`src/hdl/wbps_pkg.sv`:
```
// ----------------------------------------------------------------------------
// wbps_pkg: shared types and constants
// Widths, register indexes and structs for the wildcard byte pattern search.
// ----------------------------------------------------------------------------
`default_nettype none

package wbps_pkg;

	localparam int PATTERN_MAX = 16;
	localparam int OFFSET_BITS = 32;

	localparam int WIN_DEPTH   = PATTERN_MAX - 1;
	localparam int IDX_W       = (PATTERN_MAX > 1) ? $clog2(PATTERN_MAX) : 1;
	localparam int CNT_W       = ($clog2(PATTERN_MAX + 1) > 5) ? $clog2(PATTERN_MAX + 1) : 5;

	localparam int BYTE_W      = 8;
	localparam int CFG_W       = 64;
	localparam int CFG_IDX_W   = 2;
	localparam int WILD_W      = 16;
	localparam int LEN_W       = 5;
	localparam int MATCH_OFF_W = 32;
	localparam int CFG_BYTES   = 16;

	localparam logic [CFG_IDX_W-1:0] REG_PAT_LO = 2'd0;
	localparam logic [CFG_IDX_W-1:0] REG_PAT_HI = 2'd1;
	localparam logic [CFG_IDX_W-1:0] REG_WILD   = 2'd2;
	localparam logic [CFG_IDX_W-1:0] REG_LEN    = 2'd3;

	localparam logic [LEN_W-1:0] LEN_RESET = 5'd1;

	typedef struct packed {
		logic shift;
		logic clear;
	} wbps_cell_ctl_t;

	typedef struct packed {
		logic              active;
		logic              wild;
		logic [BYTE_W-1:0] pat;
	} wbps_cell_cmp_t;

	typedef struct packed {
		logic                   found;
		logic [MATCH_OFF_W-1:0] match_offset;
	} wbps_res_t;

endpackage

`default_nettype wire

```
`src/hdl/wbps_if.sv`:
```
// ----------------------------------------------------------------------------
// wbps_if: stream channels
// Input byte channel and result channel, valid/ready handshake.
// ----------------------------------------------------------------------------
`default_nettype none

interface wbps_in_if;
	logic                       valid;
	logic                       ready;
	logic [wbps_pkg::BYTE_W-1:0] data_byte;
	logic                       last_byte;

	modport source (output valid, output data_byte, output last_byte, input ready);
	modport sink   (input valid, input data_byte, input last_byte, output ready);
endinterface

interface wbps_out_if;
	logic                            valid;
	logic                            ready;
	logic                            found;
	logic [wbps_pkg::MATCH_OFF_W-1:0] match_offset;

	modport source (output valid, output found, output match_offset, input ready);
	modport sink   (input valid, input found, input match_offset, output ready);
endinterface

`default_nettype wire

```
`src/hdl/wbps_cell.sv`:
```
// ----------------------------------------------------------------------------
// wbps_cell: one window cell
// Holds one past byte, hands it to the next cell and does a masked compare.
// ----------------------------------------------------------------------------
`default_nettype none

module wbps_cell (
	input  wire logic                        clk,
	input  wire logic                        arst_n,
	input  wire wbps_pkg::wbps_cell_ctl_t    ctl,
	input  wire logic [wbps_pkg::BYTE_W-1:0] byte_in,
	input  wire wbps_pkg::wbps_cell_cmp_t    cmp,
	output logic [wbps_pkg::BYTE_W-1:0]      byte_out,
	output logic                             ok
);

	logic [wbps_pkg::BYTE_W-1:0] byte_q;

	always_ff @(posedge clk or negedge arst_n) begin
		if (!arst_n) begin
			byte_q <= '0;
		end else if (ctl.clear) begin
			byte_q <= '0;
		end else if (ctl.shift) begin
			byte_q <= byte_in;
		end
	end

	assign byte_out = byte_q;
	assign ok       = !cmp.active || cmp.wild || (byte_q == cmp.pat);

endmodule

`default_nettype wire

```
`src/hdl/wbps_outq.sv`:
```
// ----------------------------------------------------------------------------
// wbps_outq: result queue
// Two-entry queue between the compare logic and the result channel.
// ----------------------------------------------------------------------------
`default_nettype none

module wbps_outq (
	input  wire logic               clk,
	input  wire logic               arst_n,
	input  wire logic               push,
	input  wire wbps_pkg::wbps_res_t push_data,
	output logic                    full,
	wbps_out_if.source              out_ch
);

	wbps_pkg::wbps_res_t mem_q [2];
	logic                wr_ptr_q;
	logic                rd_ptr_q;
	logic [1:0]          count_q;
	logic                pop;

	assign pop  = out_ch.valid && out_ch.ready;
	assign full = (count_q == 2'd2);

	always_ff @(posedge clk) begin
		if (push) begin
			mem_q[wr_ptr_q] <= push_data;
		end
	end

	always_ff @(posedge clk or negedge arst_n) begin
		if (!arst_n) begin
			wr_ptr_q <= 1'b0;
			rd_ptr_q <= 1'b0;
			count_q  <= 2'd0;
		end else begin
			if (push) begin
				wr_ptr_q <= !wr_ptr_q;
			end
			if (pop) begin
				rd_ptr_q <= !rd_ptr_q;
			end
			case ({push, pop})
				2'b10:   count_q <= count_q + 2'd1;
				2'b01:   count_q <= count_q - 2'd1;
				default: count_q <= count_q;
			endcase
		end
	end

	assign out_ch.valid        = (count_q != 2'd0);
	assign out_ch.found        = mem_q[rd_ptr_q].found;
	assign out_ch.match_offset = mem_q[rd_ptr_q].match_offset;

endmodule

`default_nettype wire

```
`src/hdl/wildcard_byte_pattern_search.sv`:
```
// ----------------------------------------------------------------------------
// wildcard_byte_pattern_search: first-match search with wildcards
// Shift window of byte cells, masked compare, one result per region.
// ----------------------------------------------------------------------------
//  channel   dir  beat
//  in_ch     in   data_byte, last_byte
//  out_ch    out  found, match_offset
//  cfg_*     in   cfg_index, cfg_data (write only)
//
//  One byte per cycle unless stalled; a match is decided as the byte is taken.
//  A result shows on out_ch the cycle after its byte when none is queued ahead.
//  Two results can wait; in_ch stalls only while both result slots are held.
//  Reset clears window, position and report flag; region end does the same.
// ----------------------------------------------------------------------------
`default_nettype none

module wildcard_byte_pattern_search (
	input  wire logic                           clk,
	input  wire logic                           arst_n,
	input  wire logic                           cfg_wr_en,
	input  wire logic [wbps_pkg::CFG_IDX_W-1:0] cfg_index,
	input  wire logic [wbps_pkg::CFG_W-1:0]     cfg_data,
	wbps_in_if.sink                             in_ch,
	wbps_out_if.source                          out_ch
);

	localparam int PM   = wbps_pkg::PATTERN_MAX;
	localparam int WIN  = wbps_pkg::WIN_DEPTH;
	localparam int CW   = wbps_pkg::CNT_W;
	localparam int IW   = wbps_pkg::IDX_W;
	localparam int OB   = wbps_pkg::OFFSET_BITS;
	localparam int BW   = wbps_pkg::BYTE_W;

	logic [wbps_pkg::CFG_W-1:0]  pat_lo_q;
	logic [wbps_pkg::CFG_W-1:0]  pat_hi_q;
	logic [wbps_pkg::WILD_W-1:0] wild_q;
	logic [wbps_pkg::LEN_W-1:0]  len_q;

	logic [OB-1:0]               pos_q;
	logic                        reported_q;

	logic [BW-1:0]               pat_arr [PM];
	logic [PM-1:0]               wild_arr;
	logic [CW-1:0]               eff_len;
	logic [CW-1:0]               eff_m1;
	logic                        accept;
	logic                        full;
	logic                        cur_ok;
	logic                        pos_ok;
	logic                        hit;
	logic                        emit;
	logic [OB-1:0]               offset;
	wbps_pkg::wbps_res_t         res;
	wbps_pkg::wbps_cell_ctl_t    ctl;
	logic [BW-1:0]               chain [WIN+1];
	logic [WIN:0]                cell_ok;

	// configuration
	always_ff @(posedge clk or negedge arst_n) begin
		if (!arst_n) begin
			pat_lo_q <= '0;
			pat_hi_q <= '0;
			wild_q   <= '0;
			len_q    <= wbps_pkg::LEN_RESET;
		end else if (cfg_wr_en) begin
			case (cfg_index)
				wbps_pkg::REG_PAT_LO: pat_lo_q <= cfg_data;
				wbps_pkg::REG_PAT_HI: pat_hi_q <= cfg_data;
				wbps_pkg::REG_WILD:   wild_q   <= cfg_data[wbps_pkg::WILD_W-1:0];
				wbps_pkg::REG_LEN:    len_q    <= cfg_data[wbps_pkg::LEN_W-1:0];
				default:              len_q    <= len_q;
			endcase
		end
	end

	for (genvar k = 0; k < PM; k++) begin : g_pat
		if (k < 8) begin : g_lo
			assign pat_arr[k]  = pat_lo_q[BW*k +: BW];
			assign wild_arr[k] = wild_q[k];
		end else if (k < wbps_pkg::CFG_BYTES) begin : g_hi
			assign pat_arr[k]  = pat_hi_q[BW*(k-8) +: BW];
			assign wild_arr[k] = wild_q[k];
		end else begin : g_none
			assign pat_arr[k]  = '0;
			assign wild_arr[k] = 1'b0;
		end
	end

	assign eff_len = (CW'(len_q) > CW'(PM)) ? CW'(PM) : CW'(len_q);
	assign eff_m1  = eff_len - CW'(1);

	assign accept      = in_ch.valid && in_ch.ready;
	assign in_ch.ready = !full;
	assign ctl.shift   = accept && !in_ch.last_byte;
	assign ctl.clear   = accept && in_ch.last_byte;

	// window chain: cell d holds the byte d steps back
	assign chain[0]   = in_ch.data_byte;
	assign cell_ok[0] = 1'b1;

	for (genvar d = 1; d <= WIN; d++) begin : g_cell
		logic [CW-1:0]             kd;
		wbps_pkg::wbps_cell_cmp_t  cmp;

		assign kd         = eff_m1 - CW'(d);
		assign cmp.active = CW'(d) < eff_len;
		assign cmp.wild   = wild_arr[kd[IW-1:0]];
		assign cmp.pat    = pat_arr[kd[IW-1:0]];

		wbps_cell u_cell (
			.clk      (clk),
			.arst_n   (arst_n),
			.ctl      (ctl),
			.byte_in  (chain[d-1]),
			.cmp      (cmp),
			.byte_out (chain[d]),
			.ok       (cell_ok[d])
		);
	end

	assign cur_ok = wild_arr[eff_m1[IW-1:0]] || (in_ch.data_byte == pat_arr[eff_m1[IW-1:0]]);
	assign pos_ok = (pos_q >= OB'(eff_m1));

	always_comb begin
		if (eff_len == '0) begin
			hit    = 1'b1;
			offset = pos_q;
		end else begin
			hit    = pos_ok && cur_ok && (&cell_ok);
			offset = pos_q - OB'(eff_m1);
		end
	end

	assign emit             = accept && !reported_q && (hit || in_ch.last_byte);
	assign res.found        = hit;
	assign res.match_offset = hit ? wbps_pkg::MATCH_OFF_W'(offset) : '0;

	always_ff @(posedge clk or negedge arst_n) begin
		if (!arst_n) begin
			pos_q      <= '0;
			reported_q <= 1'b0;
		end else if (accept) begin
			if (in_ch.last_byte) begin
				pos_q      <= '0;
				reported_q <= 1'b0;
			end else begin
				if (pos_q != '1) begin
					pos_q <= pos_q + OB'(1);
				end
				if (!reported_q && hit) begin
					reported_q <= 1'b1;
				end
			end
		end
	end

	wbps_outq u_outq (
		.clk       (clk),
		.arst_n    (arst_n),
		.push      (emit),
		.push_data (res),
		.full      (full),
		.out_ch    (out_ch)
	);

endmodule

`default_nettype wire

```
`src/flat_wrapper.sv`:
```
// flat-port wrapper written by rule: the top's interface ports become plain ports
module wildcard_byte_pattern_search_flat 
  (clk, arst_n, cfg_wr_en, cfg_index, cfg_data, in_ch_valid, in_ch_data_byte, in_ch_last_byte, in_ch_ready, out_ch_valid, out_ch_found, out_ch_match_offset, out_ch_ready);
  wbps_in_if in_ch_i ();
  wbps_out_if out_ch_i ();
  input  wire logic clk;
  input  wire logic arst_n;
  input  wire logic cfg_wr_en;
  input  wire logic [wbps_pkg::CFG_IDX_W-1:0] cfg_index;
  input  wire logic [wbps_pkg::CFG_W-1:0] cfg_data;
  input wire logic [$bits(in_ch_i.valid)-1:0] in_ch_valid;
  input wire logic [$bits(in_ch_i.data_byte)-1:0] in_ch_data_byte;
  input wire logic [$bits(in_ch_i.last_byte)-1:0] in_ch_last_byte;
  output wire logic [$bits(in_ch_i.ready)-1:0] in_ch_ready;
  output wire logic [$bits(out_ch_i.valid)-1:0] out_ch_valid;
  output wire logic [$bits(out_ch_i.found)-1:0] out_ch_found;
  output wire logic [$bits(out_ch_i.match_offset)-1:0] out_ch_match_offset;
  input wire logic [$bits(out_ch_i.ready)-1:0] out_ch_ready;
  assign in_ch_i.valid = in_ch_valid;
  assign in_ch_i.data_byte = in_ch_data_byte;
  assign in_ch_i.last_byte = in_ch_last_byte;
  assign in_ch_ready = in_ch_i.ready;
  assign out_ch_valid = out_ch_i.valid;
  assign out_ch_found = out_ch_i.found;
  assign out_ch_match_offset = out_ch_i.match_offset;
  assign out_ch_i.ready = out_ch_ready;
  wildcard_byte_pattern_search u_core (.clk(clk), .arst_n(arst_n), .cfg_wr_en(cfg_wr_en), .cfg_index(cfg_index), .cfg_data(cfg_data), .in_ch(in_ch_i), .out_ch(out_ch_i));
endmodule
```
`config.mk`:
```
export PLATFORM = sky130hd
export DESIGN_NAME = wildcard_byte_pattern_search_flat
export DESIGN_NICKNAME = d
export VERILOG_FILES = /design/src/hdl/wbps_pkg.sv /design/src/hdl/wbps_if.sv /design/src/hdl/wbps_cell.sv /design/src/hdl/wbps_outq.sv /design/src/hdl/wildcard_byte_pattern_search.sv /design/src/flat_wrapper.sv
export SDC_FILE = /design/constraint.sdc
export NUM_CORES = 1
export LEC_CHECK = 0
export BUFFER_PORTS_ARGS = -buffer_cell sky130_fd_sc_hd__buf_2
export CAP_MARGIN = 20
export CORE_MARGIN = 2
export CORE_UTILIZATION = 36
export CTS_CLUSTER_DIAMETER = 200
export DETAILED_ROUTE_END_ITERATION = 10
export HOLD_SLACK_MARGIN = 0.02
export PLACE_DENSITY = 0.52
export SYNTH_ARGS = -nofsm -noshare
export SYNTH_HDL_FRONTEND = slang
export SYNTH_SLANG_ARGS = --single-unit
```
`constraint.sdc`:
```
create_clock -name clk -period 25.2 [get_ports clk]
set_input_delay 0 -clock clk [delete_from_list [all_inputs] [get_ports clk]]
set_output_delay 0 -clock clk [all_outputs]
set_load 0.02 [all_outputs]
```
==> flow_summary.ini, run 1 <==
[outcome]
outcome = finished with violations
violations = hold timing

[logic_synthesis]
synth_most_common_cell = mux2i_1
yosysWarnings = 0
syn_nets = 2773
yosys.area.top_type = dfrtp_1
async_reset_ff_frac = 0.823
yosysTopAreaCellShare = 0.288
synth-seq-cells = 372
syn_inst = 2676
syn_area_um2 = 26500
synth_area_leaders = dfrtp_1 (29%), mux2i_1 (13%), mux2_2 (9.1%)
avgSynthCellArea_um2 = 9.90
synth_cell_type_count = 91
synth_seq_area_share = 0.364
synth_ff_type = dfrtp_1
synth-edff-count = 66
synth_common_cells = mux2i_1 (347), nand2_1 (342), dfrtp_1 (305), mux2_2 (213), o21ai_0 (187)

[setup_path]
crit_top_cell = buf_4
timing.critical_path.max_delay_family = buffers and inverters
critPathKind = reg2reg
critPathBufInv = 6
cp_slowest_cell = dfstp_4
critPathCaptureType = flip-flop
r2r-start = u_core.len_q[0]
reg2reg_depth = 21
crit_path_cell_trace = and2b_2 -> buf_4 -> inv_6 -> ha_1 -> xnor2_4 -> inv_4 -> ha_1 -> a211oi_4 -> buf_4 -> mux2_2 -> nor3_1 -> or3_1 -> nand4_1 -> or4_1 -> o31ai_1 -> o31a_1 -> and4b_1 -> a21oi_2 -> buf_4 -> a2111oi_2 -> buf_4
critPathLaunchType = flip-flop
r2r_slack_ns = 17.07
critPathMaxStageDelay_ns = 0.74
critPathArrivalTime_ns = 8.39
worstPathMaxFanout = 51
r2r_end = u_core.u_outq.mem_q[0][1]
required_ns = 25.46

[floorplanning]
die_w_um = 275
die_y_um = 275
start_util = 0.363
num_rows = 99
die_area_um2 = 75800
num_io_pins = 115
core-area_um2 = 73000

[sta]
tightest_slew_ns = 1.21
fmaxAchievable_ghz = 0.123
maxSlewViolCount = 0
tns_ns = 0
final_hold_viol_count = 1
finClkSkew_ns = 0.0395
timing.hold.ws_ns = -0.00373
period_share = 0.323
setup_slack_ns = 17.07
setup_viol = 0
post-route-min-period_ns = 8.13
rsz0062_at_grt = false
max_slew_margin = 0.187

[hold_path]
min_path_type = in2async

[cts]
postCtsSetupRepairBufs = 0
clock_latency_ns = 0.61
htreeDepth = 2
cts.sinks = 372
clockBufferDepth = 3
cts_root_buffer = clkbuf_16
cts_tree = done
numCtsBuffers = 44
clk_pin_slew_worst_paths_ns = 0.06

[global_route]
grt_pass1_vias = 21415
grt_max_degree = 155
grtUsageMet2 = 0.415
met3_usage = 0.0412
grt-ovfl-total = 0
antenna_found_initial = 1
grt_busiest_layer = met2
grt_pass1_wl_um = 150000
track_usage = 0.269
met1_usage = 0.381

[power]
power.leakage_nw = 12.5
power_density_nw_per_um2 = 115
ir_drop_mv = 0.0599

[detailed_routing]
avgViaCountPerCell = 6.03
dr.pass1.iters = 5
dr.first_iter.drc_count = 2433
wirelength_um = 103000
vias = 22559
drtAntennaViolNets = 0
drc = 0
wl_per_cell_um = 27.5

[cells_and_area]
final_core_util = 0.412
area.growth.synth_to_final_pct = 13.5
drive_gt1_frac = 0.197
layout.nets = 2844
fin_cells = 3740
nFillCells = 7068

[placed_design]
dp_slack_ns = 17.07
io_buffer_count = 114
dp_hpwl_um = 77300
gp_congestion = 1.03
place_inst = 3580

[run]
maxCapViolations = 0
[kinds of logic (layout without fill, tap and decap cells)]
kind of cell,count (synthesis),after routing,synth area share
compound gates,545,545,0.134
xor+xnor,185,185,0.0636
fa+ha+maj,19,19,0.00878
buf+inv,247,351,0.0389
flops,372,372,0.364
mux,619,619,0.272
other cells,0,1,0
simple gates,689,689,0.119
[per-stage QoR]
stage          power [W]  cell area [µm²]  hold slack, ns
4_1_cts          0.00340            30000          0.0272
3_5_place_dp     0.00275            27800          0.0567
5_1_grt          0.00359            30100          0.0692
2_1_floorplan    0.00212            26500          -0.296
3_3_place_gp     0.00274            27800          0.0574
6_report         0.00344            30100        -0.00373
[layer usage]
layer  wire length (µm)  vias up
met3               7760      209
met4               4570        2
li1                   -     9984
met1              45000    11316
met5                 10        -
met2              45300     1048
[how the worst max path moves through the flow]
stage	cells past startpoint	start	slack, ns	endpoint
after floorplan	27	u_core.len_q[4]	15.15	u_core.u_outq.mem_q[0][0]
after global placement	20	u_core.len_q[0]	17.24	u_core.u_outq.mem_q[1][18]
after detailed placement	20	u_core.len_q[0]	17.07	u_core.u_outq.mem_q[1][19]
after CTS	20	u_core.len_q[0]	17.03	u_core.u_outq.mem_q[1][18]
after global routing	21	u_core.len_q[0]	16.73	u_core.u_outq.mem_q[0][1]
final	21	u_core.len_q[0]	17.07	u_core.u_outq.mem_q[0][1]
[final cells by class]
type                            count  area (µm²)  area share
Antenna cell                        1        2.50   0.0000832
Clock buffer                       64        1250      0.0415
Clock inverter                     15         171     0.00570
Inverter                           32         133     0.00441
Multi-Input combinational cell   2057       15900       0.528
Sequential cell                   372        9640       0.321
Tap cell                          959        1200      0.0399
Timing Repair Buffer              240        1780      0.0591
[state kept, by name, summed over array words and instances (netlist names)]
name,flops
u_core.reported_q,1
u_core.wild_arr,16
u_core.u_outq.mem_q,66
u_core.pat_lo_q,64
u_core.pat_hi_q,64
u_core.pos_q,32
u_core.u_outq.count_q,2
u_core.len_q,5
u_core.u_outq.rd_ptr_q,1
u_core.u_outq.wr_ptr_q,1
u_core.g_cell.u_cell.byte_out,120
[cell usage in the layout (no fill, tap or decap), types with 32 or more instances in the layout]
cell             n
a21oi_1         75
a22oi_1         32
buf_2          113
buf_4           43
clkbuf_16       44
dfrtp_1        305
dlygate4sd3_1   78
edfxtp_1        66
mux2_2         213
mux2i_1        347
mux4_2          59
nand2_1        341
nand3_1         51
nor2_1         115
nor3_1          36
o21ai_0        187
o22ai_1         43
xnor2_1         92
xor2_1          88
[where the power goes]
part,switching [W],internal [W],total [W]
Combinational,0.00121,0.000753,0.00196
Sequential,0.000150,0.000706,0.000856
Clock,0.000268,0.000357,0.000625
[what timing repair did]
item / in CTS / in global routing
resized for setup: 0 / 0
hold buffers: 78 / 0
endpoints found under the hold margin: 254 / 0
Power figures use the tool's default switching activity.
==> run 2: changes to the inputs <==
ABC_AREA = 1   (was unset)
PLACE_DENSITY = 0.54   (was 0.52)
clock period = 6.8 ns   (was 25.2 ns; I/O delays follow)
==> flow_summary.ini, run 2 <==
[sta]
final_hold_viol_count = 0
post-route-min-period_ns = 6.01
finClkSkew_ns = 0.0282
setup_slack_ns = 0.787
tightest_slew_ns = 1.02
tns_ns = 0
period_share = 0.884
maxSlewViolCount = 0
fmaxAchievable_ghz = 0.166
setup_viol = 0
rsz0062_at_grt = false
max_slew_margin = 0.319

[cells_and_area]
final_cell_mix = nand2_1 (1414), nand3_1 (961), inv_1 (381), o21ai_0 (341), dfrtp_1 (305)
fin_cells = 5165
final_common_cell = nand2_1
drive_gt1_frac = 0.0664
layout.nets = 4262
final_area_um2 = 29800
area.growth.synth_to_final_pct = 13.4
largest_register_ffs = 120

[global_route]
grt_pass1_wl_um = 184000
grt-ovfl-total = 0
grt_pass1_vias = 27078
grt_max_degree = 162
track_usage = 0.337
antenna_found_initial = 3

[cts]
clockBufferDepth = 3
numCtsBuffers = 46
clk_pin_slew_worst_paths_ns = 0.06
cts-resized-gates = 0
hold_buffers = 86
clock_latency_ns = 0.61
postCtsSetupRepairBufs = 0
cts_root_buffer = clkbuf_16
cts.sinks = 372
htreeDepth = 2
cts_tree = done

[floorplanning]
start_util = 0.362
num_io_pins = 115
die_w_um = 274
core-area_um2 = 72700
die_area_um2 = 75300
num_rows = 99
die_y_um = 274

[detailed_routing]
wl_per_cell_um = 24.6
drtAntennaViolNets = 0
dr.first_iter.drc_count = 3153
wirelength_um = 127000
avgViaCountPerCell = 5.55
dr.pass1.iters = 8
vias = 28645
drc = 0

[logic_synthesis]
yosys.area.top_type = dfrtp_1
yosysTopAreaCellShare = 0.290
async_reset_ff_frac = 0.823
synth-seq-cells = 372
synth-edff-count = 66
syn_nets = 4202
synth_seq_area_share = 0.366
synth_common_cells = nand2_1 (1416), nand3_1 (962), inv_1 (382), o21ai_0 (341), dfrtp_1 (305)
yosysWarnings = 0
synth_area_leaders = dfrtp_1 (29%), nand2_1 (20%), nand3_1 (18%)
synth_cell_type_count = 48
synth_most_common_cell = nand2_1
synth_ff_type = dfrtp_1
avgSynthCellArea_um2 = 6.41
syn_area_um2 = 26300
syn_inst = 4105

[setup_path]
critPathLaunchType = flip-flop
crit_top_cell = nand2_1
r2r_slack_ns = 0.79
crit_path_cell_trace = buf_4 -> nand2_4 -> ha_1 -> inv_1 -> nand2_1 -> nand2_4 -> buf_4 -> nand4_1 -> nand2_2 -> nand2_1 -> nand2_1 -> nand2_1 -> nand2_1 -> nand2_1 -> nor2_1 -> nand2_1 -> nand2_1 -> nand2_1 -> nor3_2 -> nand3_1 -> nand3_1 -> nand2_1 -> nor2_2 -> buf_4
worstPathMaxFanout = 66
startpoint = u_core.len_q[0]
cp_slowest_cell = dfstp_4
r2r-start = u_core.len_q[0]
critPathCaptureType = flip-flop
critPathArrivalTime_ns = 6.26
critPathMaxStageDelay_ns = 0.63
required_ns = 7.05
critPathKind = reg2reg

[placed_design]
post_dp_cell_area_um2 = 27400
dp_hpwl_um = 96100
dp_slack_ns = 0.948
io_buffer_count = 114
place_inst = 4990
gp_congestion = 1.06

[hold_path]
min_path_type = in2async

[power]
power.leakage_nw = 15.0
ir_drop_mv = 0.242
power_density_nw_per_um2 = 422
finalPower_w = 0.0126

[outcome]
outcome = finished clean

[run]
maxCapViolations = 0
-- run 2: area by class of cell --
| type | count | area [µm²] |
|---|---|---|
| fill | 7793 | 42900 |
| multi-input combinational | 3107 | 14200 |
| sequential | 372 | 9640 |
| timing repair buffer | 244 | 1810 |
| inverter | 394 | 1490 |
| clock buffer | 63 | 1260 |
| tap | 959 | 1200 |
| clock inverter | 23 | 244 |
| antenna | 3 | 7.51 |
-- run 2: logic make-up after synthesis --
family / count (synthesis) / share of synthesized area
xor gates and xnor gates: 43 / 0.0143
buffers and inverters: 626 / 0.0960
AOI/OAI and AO/OA: 401 / 0.0794
and+or+nand+nor: 2645 / 0.435
DFF: 372 / 0.366
adders and majority gates: 17 / 0.00808
muxes: 1 / 0.000380
-- run 2: where the power goes --
group	switching (W)	leakage, nW	internal, W	total (W)
sequential	0.000298	4.64	0.00261	0.00291
clock	0.00108	0.740	0.00143	0.00252
combinational	0.00531	9.57	0.00184	0.00715
total	0.00669	15.0	0.00589	0.0126
-- run 2: metrics by stage --
stage / hold slack (ns) / utilization
after floorplan: -0.296 / -
after global placement: 0.131 / 0.377
after detailed placement: 0.125 / 0.377
after CTS: 0.0793 / 0.410
after global routing: 0.109 / 0.410
final: 0.0269 / 0.410
-- run 2: path summary, 6_finish.rpt --
kind | to | cells after the start
worst max-delay path | u_core.u_outq.mem_q[1][31] | 24
worst min-delay path | u_core.pat_hi_q[35] | 2
worst max register to register | u_core.u_outq.mem_q[1][31] | 24
worst min register to register | u_core.u_outq.wr_ptr_q | 2
max in group asynchronous | u_core.g_cell[8].u_cell.byte_out[5] | 3
min in group clk | u_core.pat_hi_q[50] | 4
-- run 2: worst max-delay path: cells and delay by family, from the launching register on --
family	cells	cell delay (ns)
flip-flops	1	0.63
AND/OR/NAND/NOR	19	3.14
buffers and inverters	4	1.52
adder cells (fa/ha/maj)	1	0.28
-- run 2: layer usage --
metal | up-vias | global-route usage | wire length, µm
met5 | - | 0 | 10
met4 | 2 | 0.256 | 11500
met3 | 333 | 0.0440 | 8440
met2 | 1296 | 0.544 | 57600
met1 | 13486 | 0.411 | 49500
li1 | 13528 | - | -
